--- src/sv/dtaf_pkg.sv ---
// ----------------------------------------------------------------------------
// dtaf_pkg: shared types and constants of the duration formatter
// Job and field records, character codes, string lengths, digit helpers.
// ----------------------------------------------------------------------------
package dtaf_pkg;

   localparam int SECS_WIDTH = 50;
   localparam int SUB_WIDTH  = 32;

   // fraction mode codes
   localparam logic [1:0] MODE_NONE  = 2'd0;
   localparam logic [1:0] MODE_MICRO = 2'd1;
   localparam logic [1:0] MODE_NANO  = 2'd2;
   // unused code, formats as MODE_NONE
   localparam logic [1:0] MODE_SPARE = 2'd3;

   // character codes (low six bits of ASCII)
   localparam logic [5:0] CHAR_ZERO  = 6'h30;
   localparam logic [5:0] CHAR_COLON = 6'h3a;
   localparam logic [5:0] CHAR_DOT   = 6'h2e;
   localparam logic [5:0] CHAR_SPACE = 6'h20;

   // string lengths per mode
   localparam logic [4:0] LEN_NONE  = 5'd19;
   localparam logic [4:0] LEN_MICRO = 5'd26;
   localparam logic [4:0] LEN_NANO  = 5'd29;

   // conversion steps: two input bits per step
   localparam logic [4:0] CONV_STEPS = 5'd25;
   localparam logic [4:0] FRAC_STEPS = 5'd16;

   typedef struct packed {
      logic [SECS_WIDTH-1:0] secs;
      logic [SUB_WIDTH-1:0]  mag;
      logic [1:0]            mode;
   } job_type;

   typedef struct packed {
      logic [9:0][3:0] days;
      logic [4:0]      hours;
      logic [5:0]      mins;
      logic [5:0]      secs;
      logic [8:0][3:0] frac;
      logic [1:0]      mode;
   } fields_type;

   // One mixed-radix doubling: shift one bit into seconds and one into the
   // fraction. Each carry depends only on its own digit, so no ripple.
   function automatic fields_type dbl_step(input fields_type f, input logic sb,
                                           input logic fb, input logic fen);
      fields_type r;
      logic       c_sec;
      logic       c_min;
      logic       c_hr;
      logic [9:0] c_day;
      logic [8:0] c_frac;
      logic [6:0] t;
      logic [5:0] h;
      logic [4:0] d;
      integer     i;
      r = f;
      c_sec = (f.secs >= 6'd30);
      t = 7'({f.secs, 1'b0}) + 7'(sb);
      r.secs = c_sec ? 6'(t - 7'd60) : t[5:0];
      c_min = (f.mins >= 6'd30);
      t = 7'({f.mins, 1'b0}) + 7'(c_sec);
      r.mins = c_min ? 6'(t - 7'd60) : t[5:0];
      c_hr = (f.hours >= 5'd12);
      h = 6'({f.hours, 1'b0}) + 6'(c_min);
      r.hours = c_hr ? 5'(h - 6'd24) : h[4:0];
      for (i = 0; i < 10; i++) begin
         c_day[i] = (f.days[i] >= 4'd5);
         d = 5'({f.days[i], 1'b0}) + 5'((i == 0) ? c_hr : c_day[(i == 0) ? 0 : i - 1]);
         r.days[i] = c_day[i] ? 4'(d - 5'd10) : d[3:0];
      end
      if (fen) begin
         for (i = 0; i < 9; i++) begin
            c_frac[i] = (f.frac[i] >= 4'd5);
            d = 5'({f.frac[i], 1'b0}) + 5'((i == 0) ? fb : c_frac[(i == 0) ? 0 : i - 1]);
            r.frac[i] = c_frac[i] ? 4'(d - 5'd10) : d[3:0];
         end
      end
      return r;
   endfunction

   // tens digit of a value below sixty
   function automatic logic [2:0] tens_of(input logic [5:0] v);
      logic [2:0] r;
      if (v >= 6'd50) r = 3'd5;
      else if (v >= 6'd40) r = 3'd4;
      else if (v >= 6'd30) r = 3'd3;
      else if (v >= 6'd20) r = 3'd2;
      else if (v >= 6'd10) r = 3'd1;
      else r = 3'd0;
      return r;
   endfunction

   function automatic logic [5:0] tens_char(input logic [5:0] v);
      return CHAR_ZERO + 6'(tens_of(v));
   endfunction

   function automatic logic [5:0] units_char(input logic [5:0] v);
      logic [5:0] ten;
      ten = 6'(tens_of(v)) * 6'd10;
      return CHAR_ZERO + 6'(v - ten);
   endfunction

endpackage

--- src/sv/duration_to_ascii_formatter_unit.sv ---
// ----------------------------------------------------------------------------
// duration_to_ascii_formatter_unit: duration to text streamer
// Formats seconds and sub-seconds as "dddddddddd hh:mm:ss[.fraction]".
// ----------------------------------------------------------------------------
// Each request yields 19, 26 or 29 characters, one per cycle on the response
// channel while the receiver accepts them, with tlast on the final one. A
// request is converted by a mixed-radix shifter taking two bits a cycle,
// overlapped with the emission of the previous string, and a two-entry queue
// holds waiting requests.
// fraction_mode is sampled when a request is taken; mode 3 acts as mode 0.
module duration_to_ascii_formatter_unit (
   input  logic        clock,
   input  logic        reset,
   input  logic        csr_we,
   input  logic [1:0]  csr_wdata,
   input  logic        req_tvalid,
   output logic        req_tready,
   input  logic [87:0] req_tdata,   // whole_seconds[49:0], sub_second[81:50], zero pad
   output logic        rsp_tvalid,
   input  logic        rsp_tready,
   output logic [7:0]  rsp_tdata,   // character[5:0], zero pad
   output logic        rsp_tlast    // last_char
);

   logic [1:0]           mode_ff;
   logic                 job_valid, job_take;
   dtaf_pkg::job_type    job;
   logic                 fld_valid, fld_take;
   dtaf_pkg::fields_type fld;
   logic [5:0]           rsp_char;

   // hold fraction mode
   always_ff @(posedge clock) begin
      if (reset) mode_ff <= dtaf_pkg::MODE_NONE;
      else if (csr_we) mode_ff <= csr_wdata;
   end

   dtaf_front u_front (
      .clock(clock), .reset(reset),
      .req_tvalid(req_tvalid), .req_tready(req_tready),
      .secs(req_tdata[49:0]), .sub(req_tdata[81:50]), .mode(mode_ff),
      .job_valid(job_valid), .job_take(job_take), .job(job)
   );

   dtaf_convert u_convert (
      .clock(clock), .reset(reset),
      .job_valid(job_valid), .job_take(job_take), .job(job),
      .fld_valid(fld_valid), .fld_take(fld_take), .fld(fld)
   );

   dtaf_emit u_emit (
      .clock(clock), .reset(reset),
      .fld_valid(fld_valid), .fld_take(fld_take), .fld(fld),
      .rsp_tvalid(rsp_tvalid), .rsp_tready(rsp_tready),
      .rsp_char(rsp_char), .rsp_last(rsp_tlast)
   );

   assign rsp_tdata = {2'b00, rsp_char};

endmodule

--- src/sv/dtaf_front.sv ---
// ----------------------------------------------------------------------------
// dtaf_front: request intake and job queue
// Takes requests, forms the sub-second magnitude, queues up to two jobs.
// ----------------------------------------------------------------------------
module dtaf_front (
   input  logic                            clock,
   input  logic                            reset,
   input  logic                            req_tvalid,
   output logic                            req_tready,
   input  logic [dtaf_pkg::SECS_WIDTH-1:0] secs,
   input  logic [dtaf_pkg::SUB_WIDTH-1:0]  sub,
   input  logic [1:0]                      mode,
   output logic                            job_valid,
   input  logic                            job_take,
   output dtaf_pkg::job_type               job
);

   dtaf_pkg::job_type q_ff [2];
   logic       wr_ff, wr_in;
   logic       rd_ff, rd_in;
   logic [1:0] cnt_ff, cnt_in;
   logic       push, pop;
   dtaf_pkg::job_type entry;

   // build queue entry with the absolute sub-second value
   always_comb begin
      entry.secs = secs;
      entry.mag  = sub[dtaf_pkg::SUB_WIDTH-1] ? (~sub + 1'b1) : sub;
      entry.mode = mode;
   end

   assign req_tready = (cnt_ff != 2'd2);
   assign push       = req_tvalid && req_tready;
   assign job_valid  = (cnt_ff != 2'd0);
   assign pop        = job_valid && job_take;
   assign job        = q_ff[rd_ff];

   // advance pointers and fill count
   always_comb begin
      wr_in  = push ? ~wr_ff : wr_ff;
      rd_in  = pop ? ~rd_ff : rd_ff;
      cnt_in = cnt_ff + 2'(push) - 2'(pop);
   end

   always_ff @(posedge clock) begin
      if (reset) begin
         wr_ff  <= 1'b0;
         rd_ff  <= 1'b0;
         cnt_ff <= 2'd0;
      end else begin
         wr_ff  <= wr_in;
         rd_ff  <= rd_in;
         cnt_ff <= cnt_in;
      end
   end

   // store request
   always_ff @(posedge clock) begin
      if (push) q_ff[wr_ff] <= entry;
   end

endmodule

--- src/sv/dtaf_convert.sv ---
// ----------------------------------------------------------------------------
// dtaf_convert: mixed-radix conversion
// Shifts seconds and fraction in two bits a cycle into digit registers.
// ----------------------------------------------------------------------------
module dtaf_convert (
   input  logic                   clock,
   input  logic                   reset,
   input  logic                   job_valid,
   output logic                   job_take,
   input  dtaf_pkg::job_type      job,
   output logic                   fld_valid,
   input  logic                   fld_take,
   output dtaf_pkg::fields_type   fld
);

   logic                            busy_ff, busy_in;
   logic                            done_ff, done_in;
   logic [4:0]                      step_ff, step_in;
   logic [dtaf_pkg::SECS_WIDTH-1:0] sreg_ff, sreg_in;
   logic [dtaf_pkg::SUB_WIDTH-1:0]  freg_ff, freg_in;
   dtaf_pkg::fields_type            acc_ff, acc_in;
   dtaf_pkg::fields_type            half;
   logic                            fen;

   assign job_take  = !busy_ff && !done_ff;
   assign fld_valid = done_ff;
   assign fld       = acc_ff;
   assign fen       = (step_ff < dtaf_pkg::FRAC_STEPS);

   // two doublings per cycle, most significant bits first
   always_comb begin
      half = dtaf_pkg::dbl_step(acc_ff, sreg_ff[dtaf_pkg::SECS_WIDTH-1],
                                freg_ff[dtaf_pkg::SUB_WIDTH-1], fen);
      busy_in = busy_ff;
      done_in = done_ff;
      step_in = step_ff;
      sreg_in = sreg_ff;
      freg_in = freg_ff;
      acc_in  = acc_ff;
      if (job_take && job_valid) begin
         busy_in = 1'b1;
         step_in = 5'd0;
         sreg_in = job.secs;
         freg_in = job.mag;
         acc_in  = '0;
         acc_in.mode = job.mode;
      end else if (busy_ff) begin
         acc_in = dtaf_pkg::dbl_step(half, sreg_ff[dtaf_pkg::SECS_WIDTH-2],
                                     freg_ff[dtaf_pkg::SUB_WIDTH-2], fen);
         sreg_in = {sreg_ff[dtaf_pkg::SECS_WIDTH-3:0], 2'b00};
         freg_in = {freg_ff[dtaf_pkg::SUB_WIDTH-3:0], 2'b00};
         step_in = step_ff + 5'd1;
         if (step_ff == dtaf_pkg::CONV_STEPS - 5'd1) begin
            busy_in = 1'b0;
            done_in = 1'b1;
         end
      end else if (done_ff && fld_take) begin
         done_in = 1'b0;
      end
   end

   always_ff @(posedge clock) begin
      if (reset) begin
         busy_ff <= 1'b0;
         done_ff <= 1'b0;
      end else begin
         busy_ff <= busy_in;
         done_ff <= done_in;
      end
   end

   always_ff @(posedge clock) begin
      step_ff <= step_in;
      sreg_ff <= sreg_in;
      freg_ff <= freg_in;
      acc_ff  <= acc_in;
   end

endmodule

--- src/sv/dtaf_emit.sv ---
// ----------------------------------------------------------------------------
// dtaf_emit: character sequencer
// Walks the formatted string to the output register, one char a cycle when free.
// ----------------------------------------------------------------------------
module dtaf_emit (
   input  logic                 clock,
   input  logic                 reset,
   input  logic                 fld_valid,
   output logic                 fld_take,
   input  dtaf_pkg::fields_type fld,
   output logic                 rsp_tvalid,
   input  logic                 rsp_tready,
   output logic [5:0]           rsp_char,
   output logic                 rsp_last
);

   logic                 busy_ff, busy_in;
   logic [4:0]           idx_ff, idx_in;
   dtaf_pkg::fields_type cur_ff;
   logic                 vld_ff, vld_in;
   logic [5:0]           chr_ff, chr_in;
   logic                 lst_ff, lst_in;
   logic                 out_free;
   logic [4:0]           len;
   logic [5:0]           ch;

   assign fld_take   = !busy_ff;
   assign out_free   = !vld_ff || rsp_tready;
   assign rsp_tvalid = vld_ff;
   assign rsp_char   = chr_ff;
   assign rsp_last   = lst_ff;

   // string length for the held mode
   always_comb begin
      case (cur_ff.mode)
         dtaf_pkg::MODE_MICRO: len = dtaf_pkg::LEN_MICRO;
         dtaf_pkg::MODE_NANO:  len = dtaf_pkg::LEN_NANO;
         default:              len = dtaf_pkg::LEN_NONE;
      endcase
   end

   // select character at the current position
   always_comb begin
      ch = dtaf_pkg::CHAR_SPACE;
      case (idx_ff) inside
         [5'd0:5'd9]: ch = dtaf_pkg::CHAR_ZERO + 6'(cur_ff.days[4'(5'd9 - idx_ff)]);
         5'd10:       ch = dtaf_pkg::CHAR_SPACE;
         5'd11:       ch = dtaf_pkg::tens_char(6'(cur_ff.hours));
         5'd12:       ch = dtaf_pkg::units_char(6'(cur_ff.hours));
         5'd13:       ch = dtaf_pkg::CHAR_COLON;
         5'd14:       ch = dtaf_pkg::tens_char(cur_ff.mins);
         5'd15:       ch = dtaf_pkg::units_char(cur_ff.mins);
         5'd16:       ch = dtaf_pkg::CHAR_COLON;
         5'd17:       ch = dtaf_pkg::tens_char(cur_ff.secs);
         5'd18:       ch = dtaf_pkg::units_char(cur_ff.secs);
         5'd19:       ch = dtaf_pkg::CHAR_DOT;
         default: begin
            if (cur_ff.mode == dtaf_pkg::MODE_NANO)
               ch = dtaf_pkg::CHAR_ZERO + 6'(cur_ff.frac[4'(5'd28 - idx_ff)]);
            else
               ch = dtaf_pkg::CHAR_ZERO + 6'(cur_ff.frac[4'(5'd25 - idx_ff)]);
         end
      endcase
   end

   // advance position and fill output register
   always_comb begin
      busy_in = busy_ff;
      idx_in  = idx_ff;
      vld_in  = vld_ff;
      chr_in  = chr_ff;
      lst_in  = lst_ff;
      if (out_free) begin
         vld_in = busy_ff;
         if (busy_ff) begin
            chr_in = ch;
            lst_in = (idx_ff == len - 5'd1);
            idx_in = idx_ff + 5'd1;
            if (idx_ff == len - 5'd1) busy_in = 1'b0;
         end
      end
      if (fld_take && fld_valid) begin
         busy_in = 1'b1;
         idx_in  = 5'd0;
      end
   end

   always_ff @(posedge clock) begin
      if (reset) begin
         busy_ff <= 1'b0;
         vld_ff  <= 1'b0;
      end else begin
         busy_ff <= busy_in;
         vld_ff  <= vld_in;
      end
   end

   always_ff @(posedge clock) begin
      idx_ff <= idx_in;
      chr_ff <= chr_in;
      lst_ff <= lst_in;
      if (fld_take && fld_valid) cur_ff <= fld;
   end

endmodule

--- config.mk ---
export PLATFORM = sky130hd
export DESIGN_NAME = duration_to_ascii_formatter_unit
export DESIGN_NICKNAME = d
export VERILOG_FILES = /design/src/sv/dtaf_pkg.sv /design/src/sv/duration_to_ascii_formatter_unit.sv /design/src/sv/dtaf_front.sv /design/src/sv/dtaf_convert.sv /design/src/sv/dtaf_emit.sv
export SDC_FILE = /design/constraint.sdc
export NUM_CORES = 1
export LEC_CHECK = 0
export BUFFER_PORTS_ARGS = -buffer_cell sky130_fd_sc_hd__buf_4
export CAP_MARGIN = 30
export CORE_MARGIN = 2
export CORE_UTILIZATION = 43
export DETAILED_ROUTE_END_ITERATION = 10
export GPL_TIMING_DRIVEN = 0
export SYNTH_ARGS = -nofsm -noshare
export SYNTH_HDL_FRONTEND = slang
export SYNTH_SLANG_ARGS = --single-unit
--- constraint.sdc ---
create_clock -name clock -period 15.35 [get_ports clock]
set_clock_uncertainty 0.15 [all_clocks]
set_input_delay 3.07 -clock clock [delete_from_list [all_inputs] [get_ports clock]]
set_output_delay 3.07 -clock clock [all_outputs]
set_load 0.01 [all_outputs]
==> results.toml, run 1 <==
[yosys]
synth_cell_types = 77
synth_seq_cells = 468
avgSynthCellArea_sq_um = 11.77
yosysWarningCount = 0
synthCells = 1969
async_flop_share_pct = 0
synth-edff-count = 354
syn-cell-area_sq_um = 23170
yosysSeqAreaShare_pct = 55.72
synth_ff_type = "edfxtp_1"

[timing]
period_share_pct = 35.97
fin_crit_ns = 5.522
slew_violations = 0
fin_setup_tns_ns = 0
final-hold-violation-count = 0
tightest_slew_ns = 0.9989
rsz0062_at_grt = "no"
layout_setup_ws_ns = 9.828
setup_viol = 0
max_slew_margin_pct = 33.41
fmax_ghz = 0.1811

[cells_and_area]
final_nets = 2344
fillers = 4817
syn_to_final_growth_pct = 15.05
multi_input_area_sq_um = 9498
seq_area_sq_um = 12910
final_util_pct = 49.74
drive_gt1_share_pct = 11.31

[drt]
first_pass_iters = 6
ant_nets = 0
routed_wl_um = 52670
drtIter0Drc = 1172
drcViolationCount = 0
wl_per_cell_um = 18.39
vias_per_cell = 5.417
vias = 15510

[run_status]
status = "finished clean"

[power_and_ir_drop]
powerDensity_nw_per_um2 = 185.2
power_leakage_nw = 10.06
peakVddDrop_uv = 91.42

[die]
io_pins = 106
die_w_um = 236.1
initial_core_util_pct = 43.23
die_h_um = 236.1
coreArea_sq_um = 53600
die-area_sq_um = 55760
rows = 85

[worst_setup_path]
critPathSlowestCell = "or4_4"
reg2reg_slack_ns = 10.87
critical_path.top_delay_family = "simple AND/OR/NAND/NOR gates"
crit_path_end_kind = "register"
critical_path_buf_inv_count = 2
worst_ep_required_time_ns = 15.61
max_stage_delay_ns = 0.57
cp_max_fo = 6
worst-endpoint-arrival_ns = 5.78
crit_type = "in -> reg"
start_kind = "input port"
worstPathCellList = "buf_4 > or4_4 > or3_4 > or3_4 > or4_1 > buf_2 > or4_1 > nor3b_2"

[clock_network]
cts_max_level = 2
cts_setup_buffers = 0
clock_tree.root_cell = "clkbuf_16"
cts_hold_buf = 0
cts.clk_slew.worst_paths_ns = 0.06
cts_resized = 0
clockBufferDepth = 3
clk-insertion-delay-late_ns = 0.61
cts_tree = "done"
cts_sinks = 468
numCtsBuffers = 51

[min_path]
hp-class = "reg -> reg"

[placed_design]
numPortBuffers = 97
dp_slack_ns = 9.213
place_congestion = 0.9129
dp_hpwl_um = 37020

[global_routing]
overflow = 0
grt_max_degree = 66
grtUsageTotal_pct = 19.01
grt_pass1_wl_um = 84390
antenna_found_initial = 2
grt_pass1_vias = 15580

[job]
drv_cap = 0
## final cells by class
| type | count | share of cell area, % |
|---|---|---|
| Sequential cell | 468 | 48.43 |
| Multi-Input combinational cell | 1297 | 35.63 |
| Clock buffer | 59 | 4.975 |
| Tap cell | 696 | 3.266 |
| Timing Repair Buffer | 103 | 3.191 |
| Inverter | 110 | 1.558 |
| Clock inverter | 35 | 1.553 |
| Buffer | 95 | 1.389 |
| Antenna cell | 1 | 0.009386 |
## cell families after synthesis
| family | synth area share, % |
|---|---|
| DFF | 55.72 |
| and+or+nand+nor | 9.724 |
| AOI/OAI and AO/OA | 10.89 |
| buffers and inverters | 3.364 |
| muxes | 9.578 |
| adders and majority gates | 6.738 |
| xor gates and xnor gates | 3.968 |
| other | 0.01618 |
## final timing paths
kind | cells past startpoint | endpoint | from
hold / removal | 0 | u_emit.cur_ff[0] | u_convert.fld[0]
hold reg to reg | 0 | u_emit.cur_ff[0] | u_convert.fld[0]
setup / recovery | 8 | u_front.q_ff[0][33] | req_tdata[60]
setup reg to reg | 11 | u_convert.fld[28] | u_convert.step_ff[4]
## worst register-to-register path, delay by kind of cell (launching register included)
| family | cells | cell delay (ns) |
|---|---|---|
| buffers and inverters | 4 | 2.01 |
| AOI/OAI and AO/OA | 3 | 0.95 |
| muxes | 2 | 0.49 |
| DFF | 1 | 0.35 |
| adders and majority gates | 1 | 0.20 |
| and+or+nand+nor | 1 | 0.18 |
## power by group
group          internal, mW  leakage (nW)  switching (mW)
Combinational         0.672          4.95            1.05
Clock                 0.743         0.843           0.520
Sequential             1.77          4.26           0.179
Total                  3.18          10.1            1.75
## flip-flops by register name, indices dropped and copies added (netlist names), named ones only
name	flops
mode_ff	2
u_convert.busy_ff	1
u_convert.fld	95
u_convert.fld_valid	1
u_convert.freg_ff	32
u_convert.sreg_ff	50
u_convert.step_ff	5
u_emit.busy_ff	1
u_emit.cur_ff	95
u_emit.idx_ff	5
u_emit.rsp_char	6
u_emit.rsp_last	1
u_emit.rsp_tvalid	1
u_front.cnt_ff	2
u_front.q_ff	168
u_front.rd_ff	1
u_front.wr_ff	1
## Yosys cell counts (4+ instances only)
library cell	number	share of area (%)
nand3b_1	4	0.13
o41ai_1	4	0.15
ha_1	120	6.5
a222oi_1	8	0.35
xor2_1	16	0.60
buf_1	12	0.19
clkbuf_1	79	1.3
dfxtp_1	114	9.8
a22o_1	4	0.15
nor4_1	11	0.30
or3b_2	4	0.15
nor3_1	23	0.50
mux2i_1	152	6.6
nor2_1	77	1.2
a31oi_1	14	0.38
edfxtp_1	354	46
nand3_1	62	1.3
xnor2_1	89	3.4
nor3b_1	13	0.42
o21bai_1	18	0.58
o211ai_1	4	0.13
a21oi_1	85	1.8
inv_1	110	1.8
o21ai_0	182	3.9
or4_1	4	0.13
a21o_1	22	0.71
or3_1	4	0.11
nor2b_1	27	0.73
mux2_2	16	0.78
nand2b_1	27	0.73
and3_1	18	0.49
mux4_2	23	2.2
a211oi_1	12	0.39
o21a_1	11	0.36
and2_1	10	0.27
nand2_1	158	2.6
o31ai_1	16	0.52
## routing by layer
metal  vias to the layer above  part of all wire, %  wire length [um]  track usage (%)
li1                       7540                    -                 -                -
met1                      7490                   46             24040            25.99
met2                       381                   47             24680            31.00
met3                       103                  5.0              2641            3.230
met4                         0                  2.5              1302            5.965
met5                         -                    0                 0                0
## through the flow
stage	cell area (sq um)	hold WS (ns)	power (mW)	instances
final	26660	0.2854	4.936	2864
after floorplan	23180	0.2503	3.202	1970
after global routing	26660	0.3231	5.280	2863
after global placement	24780	0.2895	3.651	2763
after CTS	26660	0.3020	4.978	2863
after detailed placement	24920	0.2820	3.706	2769
## layout by cell type (no fill, tap or decap), drive strengths merged, types with 5 or more instances in the layout
cell	count
and2	11
mux2i	152
clkbuf	138
or4	5
o31ai	16
nand3	62
o21a	11
dfxtp	114
xnor2	89
a31oi	14
mux4	23
ha	120
nand2	158
o21ai	183
nor4	11
inv	113
nor2	77
xor2	16
clkinv	22
a211oi	12
mux2	16
a222oi	8
a21o	22
nor2b	27
bufinv	7
o21bai	18
nor3	23
or3	7
nor3b	14
nand2b	27
a21oi	85
edfxtp	354
and3	18
buf	119
Power figures use the tool's default switching activity.
==> run 2: changes to the inputs <==
- clock period: 15.35 -> 4.84 ns (I/O delays scaled with it)
==> run 2 against run 1 <==
Against the previous run: cell area fell by 0.54%; die area unchanged; first-iteration DRC count increased by 1.0%; register-to-register slack got worse by 10 ns; largest power group unchanged.
==> results.toml, run 2 (same netlist as run 1, synthesis figures left out) <==
[run_status]
status = "finished clean"

[die]
coreArea_sq_um = 53600
initial_core_util_pct = 43.23
die-area_sq_um = 55760
die_w_um = 236.1
io_pins = 106
rows = 85
die_h_um = 236.1

[worst_setup_path]
crit_path_end_kind = "register"
worstPathCellList = "clkbuf_1 > clkbuf_1 > clkbuf_1 > nand2_1 > o21ai_0 > inv_1 > ha_1 > nor2b_1 > a21oi_1 > a222oi_1 > mux2i_1 > o21ai_0"
worst_ep_required_time_ns = 5.13
rr_startpoint = "u_convert.step_ff[4]"
reg2reg_slack_ns = 0.60
cp_max_fo = 10
critPathSlowestCell = "a222oi_1"
max_stage_delay_ns = 0.65
r2r_end = "u_convert.fld[32]"
reg2regPathDepth = 12
worst-endpoint-arrival_ns = 4.53
start_kind = "register"
crit_type = "reg -> reg"
crit_top_cell = "clkbuf_1"

[clock_network]
cts_hold_buf = 0
cts.clk_slew.worst_paths_ns = 0.06
clk-insertion-delay-late_ns = 0.58
clockBufferDepth = 3
cts_setup_buffers = 0
numCtsBuffers = 50
clock_tree.root_cell = "clkbuf_16"
cts_max_level = 2
cts_tree = "done"
cts_resized = 0
cts_sinks = 468

[drt]
routed_wl_um = 52950
first_pass_iters = 5
vias = 15480
wl_per_cell_um = 18.51
drcViolationCount = 0
drtIter0Drc = 1184
ant_nets = 0
vias_per_cell = 5.411

[min_path]
min_path_cells = 0
hp-class = "reg -> reg"
hold_start = "mode_ff[0]"
hold_end = "u_front.q_ff[1][0]"

[job]
drv_cap = 0

[timing]
period_share_pct = 87.66
fin_crit_ns = 4.243
fin_hold_ws_ns = 0.3182
tightest_slew_ns = 0.9873
slew_violations = 0
rsz0062_at_grt = "no"
max_slew_margin_pct = 32.48
setup_viol = 0
final-hold-violation-count = 0
fmax_ghz = 0.2357

[global_routing]
grt_pass1_wl_um = 83700
antenna_found_initial = 1
overflow = 0
grt_pass1_vias = 15040
grt_max_degree = 66
grtUsageTotal_pct = 18.95

[cells_and_area]
final_common_cell = "edfxtp_1"
seq_area_sq_um = 12910
syn_to_final_growth_pct = 14.42
final_area_sq_um = 26520
final_cell_mix = "edfxtp_1 (354), o21ai_0 (182), nand2_1 (158)"
drive_gt1_share_pct = 10.85
fillers = 4835
final_nets = 2345
top_register = "u_front.q_ff"
num_antenna_cells = 0
fin_cells = 2861
largest_reg_flops = 168
multi_input_area_sq_um = 9498

[placed_design]
placed_cell_area_sq_um = 24970
numPortBuffers = 97
placedCellCount = 2770
place_congestion = 0.8678
dp_hpwl_um = 37380

[power_and_ir_drop]
power_leakage_nw = 9.989
power.total_mw = 15.31
peakVddDrop_uv = 336.4
powerDensity_nw_per_um2 = 577.5
## run 2: changes by cell type in the layout (fill, tap and decap cells not counted), moves of 3 or more
cell,change
buf_12,-3
buf_16,+4
bufinv_16,-5
clkbuf_1,+5
clkinv_1,+3
clkinv_4,-4
## run 2: where the power goes
| part | switching [mW] | internal, mW |
|---|---|---|
| registers | 0.569 | 5.61 |
| logic | 3.37 | 2.16 |
| clock network | 1.56 | 2.05 |
| total | 5.49 | 9.82 |
## run 2: worst max-delay path: cells and delay by family, from the launching register on
| kind | cells | cell delay (ns) |
|---|---|---|
| multiplexers | 1 | 0.25 |
| adder cells (fa/ha/maj) | 1 | 0.20 |
| AND/OR/NAND/NOR | 2 | 0.25 |
| AO/OA/AOI/OAI | 4 | 0.94 |
| flip-flops | 1 | 0.34 |
| buffers and inverters | 4 | 1.97 |
## run 2: worst max path at each step
stage,from,endpoint,depth (start not counted)
after detailed placement,u_emit.idx_ff[0],u_emit.rsp_char[3],8
after global routing,u_emit.idx_ff[0],u_emit.rsp_char[3],9
after global placement,req_tvalid,u_front.q_ff[0][15],3
after CTS,u_emit.idx_ff[0],u_emit.rsp_char[3],8
final,u_convert.step_ff[4],u_convert.fld[32],12
after floorplan,u_convert.fld_valid,u_emit.idx_ff[0],4
## run 2: layer usage
metal | vias to the layer above | global-route usage, % | wire length [um]
met5 | - | 0 | 16
met2 | 389 | 31.02 | 24940
li1 | 7536 | - | -
met1 | 7472 | 25.91 | 24070
met4 | 2 | 5.159 | 1180
met3 | 81 | 3.511 | 2735
## run 2: cell type report
type | instances | area share [%]
multi-input combinational | 1297 | 35.82
tap | 696 | 3.284
inverter | 110 | 1.567
clock inverter | 27 | 0.7597
buffer | 95 | 1.397
sequential | 468 | 48.70
timing repair buffer | 105 | 3.454
clock buffer | 63 | 5.021
## run 2: stage by stage
step                TNS (ns)  utilization, %  worst slack [ns]
floorplan                  0               -             1.007
global placement     -109.04           46.23           -0.4564
detailed placement         0           46.58            0.3955
CTS                        0           49.44            0.3798
global route               0           49.47            0.3420
finish                     0           49.47            0.5972
==> run 3: changes to the inputs <==
- BUFFER_PORTS_ARGS: -buffer_cell sky130_fd_sc_hd__buf_4 -> unset
- CORE_ASPECT_RATIO: unset -> 0.75
- DONT_BUFFER_PORTS: unset -> 1
==> run 3 against run 2 <==
Against the previous run: cell count fell by 2.7%; count of clock-buffer cells in the layout unchanged; core utilization fell by 0.60 points; critical path type unchanged; non-clock buffer count shrank 95; highest routed layer is now met4; largest power group unchanged; die area barely moved; critical endpoint unchanged; cell area shrank 2.0%; fmax is 1.9% lower; power up 2.1%.
==> results.toml, run 3 (same netlist as run 1, synthesis figures left out) <==
[cells_and_area]
final_common_cell = "edfxtp_1"
final_util_pct = 48.87
fillers = 4755
final_nets = 2249
drive_gt1_share_pct = 7.291
top_register = "u_front.q_ff"
largest_reg_flops = 168
final_cell_mix = "edfxtp_1 (354), o21ai_0 (182), nand2_1 (158)"
syn_to_final_growth_pct = 12.11
num_antenna_cells = 0

[job]
drv_cap = 0

[timing]
rsz0062_at_grt = "no"
tightest_slew_ns = 0.9302
fin_hold_ws_ns = 0.2694
period_share_pct = 89.37
setup_viol = 0
slew_violations = 0
max_slew_margin_pct = 37.98
fin_crit_ns = 4.326
final-hold-violation-count = 0
fmax_ghz = 0.2312

[power_and_ir_drop]
peakVddDrop_uv = 339.8
power_leakage_nw = 9.610
powerDensity_nw_per_um2 = 601.8

[worst_setup_path]
worst-endpoint-arrival_ns = 4.64
start_kind = "register"
worst_ep_required_time_ns = 5.15
crit_path_end_kind = "register"
cp_max_fo = 10
crit_type = "reg -> reg"

[clock_network]
cts_resized = 0
clock_tree.root_cell = "clkbuf_16"
clk-insertion-delay-late_ns = 0.61
cts_setup_buffers = 0
cts_hold_buf = 0
clockBufferDepth = 3
cts.clk_slew.worst_paths_ns = 0.06
cts_max_level = 2
cts_sinks = 468
cts_tree = "done"
numCtsBuffers = 49

[global_routing]
antenna_found_initial = 0
grt_max_degree = 69
grt_pass1_vias = 15040
overflow = 0
grtUsageTotal_pct = 19.69
grt_pass1_wl_um = 85400

[drt]
vias_per_cell = 5.501
drtIter0Drc = 1402
routed_wl_um = 54350
vias = 15310
drcViolationCount = 0
wl_per_cell_um = 19.53
first_pass_iters = 7
ant_nets = 0

[die]
die-area_sq_um = 55780
die_w_um = 272.1
coreArea_sq_um = 53160
die_h_um = 205.0
rows = 73
initial_core_util_pct = 43.59
io_pins = 106

[placed_design]
dp_hpwl_um = 38520
place_congestion = 0.8866
numPortBuffers = 0

[run_status]
status = "finished clean"

[min_path]
hp-class = "reg -> reg"
-- run 3: cell count changes in the layout (fill, tap and decap cells not counted), moves of 2 or more --
cell,change
buf_4,-97
clkinv_1,-9
bufinv_16,+5
clkbuf_8,+3
clkbuf_16,-2
clkinv_2,+2
-- run 3: path summary, 6_finish.rpt --
| path | from | end | slack (ns) | depth (start not counted) |
|---|---|---|---|---|
| max | u_convert.step_ff[4] | u_convert.fld[32] | 0.51 | 12 |
| min | u_convert.fld[0] | u_emit.cur_ff[0] | 0.27 | 0 |
| min reg2reg | u_convert.fld[0] | u_emit.cur_ff[0] | 0.27 | 0 |
| max reg2reg | u_convert.step_ff[4] | u_convert.fld[32] | 0.51 | 12 |
-- run 3: metrics by stage --
stage                     instances  TNS, ns  setup slack [ns]  power, mW  instance area [sq um]
after global routing           2783        0            0.2504      16.71                  25980
after CTS                      2782        0            0.4934      15.75                  25960
final                          2783        0            0.5144      15.63                  25980
after detailed placement       2691        0            0.5170      11.76                  24270
after global placement         2682   -59.08           -0.3792      11.54                  24070
after floorplan                1970        0             1.007      10.15                  23180
-- run 3: area by class of cell --
cell class	count	area, sq um	area share [%]
tap	712	890.9	3.429
multi-input combinational	1297	9499	36.56
sequential	468	12910	49.70
clock inverter	28	376.6	1.450
buffer	95	370.4	1.426
inverter	110	415.4	1.599
clock buffer	63	1319	5.076
timing repair buffer	10	196.4	0.7561
-- run 3: layer usage --
metal | track usage, % | wire, um | vias up
met5 | 0 | 0 | -
met4 | 4.965 | 867 | 0
met3 | 4.032 | 3955 | 68
met2 | 29.93 | 23540 | 467
met1 | 28.73 | 25980 | 7425
li1 | - | - | 7350
-- run 3: where the power goes --
part / internal, mW / leakage [nW] / switching [mW] / total (mW)
sequential: 5.61 / 4.26 / 0.600 / 6.21
combinational: 2.10 / 4.52 / 3.37 / 5.47
clock: 2.32 / 0.822 / 1.63 / 3.96
-- run 3: critical path, cell delays in order, from the launching register on --
cell and delay (ns):
dfxtp_1 0.36, clkbuf_1 0.57, clkbuf_1 0.64, clkbuf_1 0.61
nand2_1 0.10, o21ai_0 0.13, inv_1 0.11, ha_1 0.21
nor2b_1 0.16, a21oi_1 0.10, a222oi_1 0.72, mux2i_1 0.25
o21ai_0 0.08
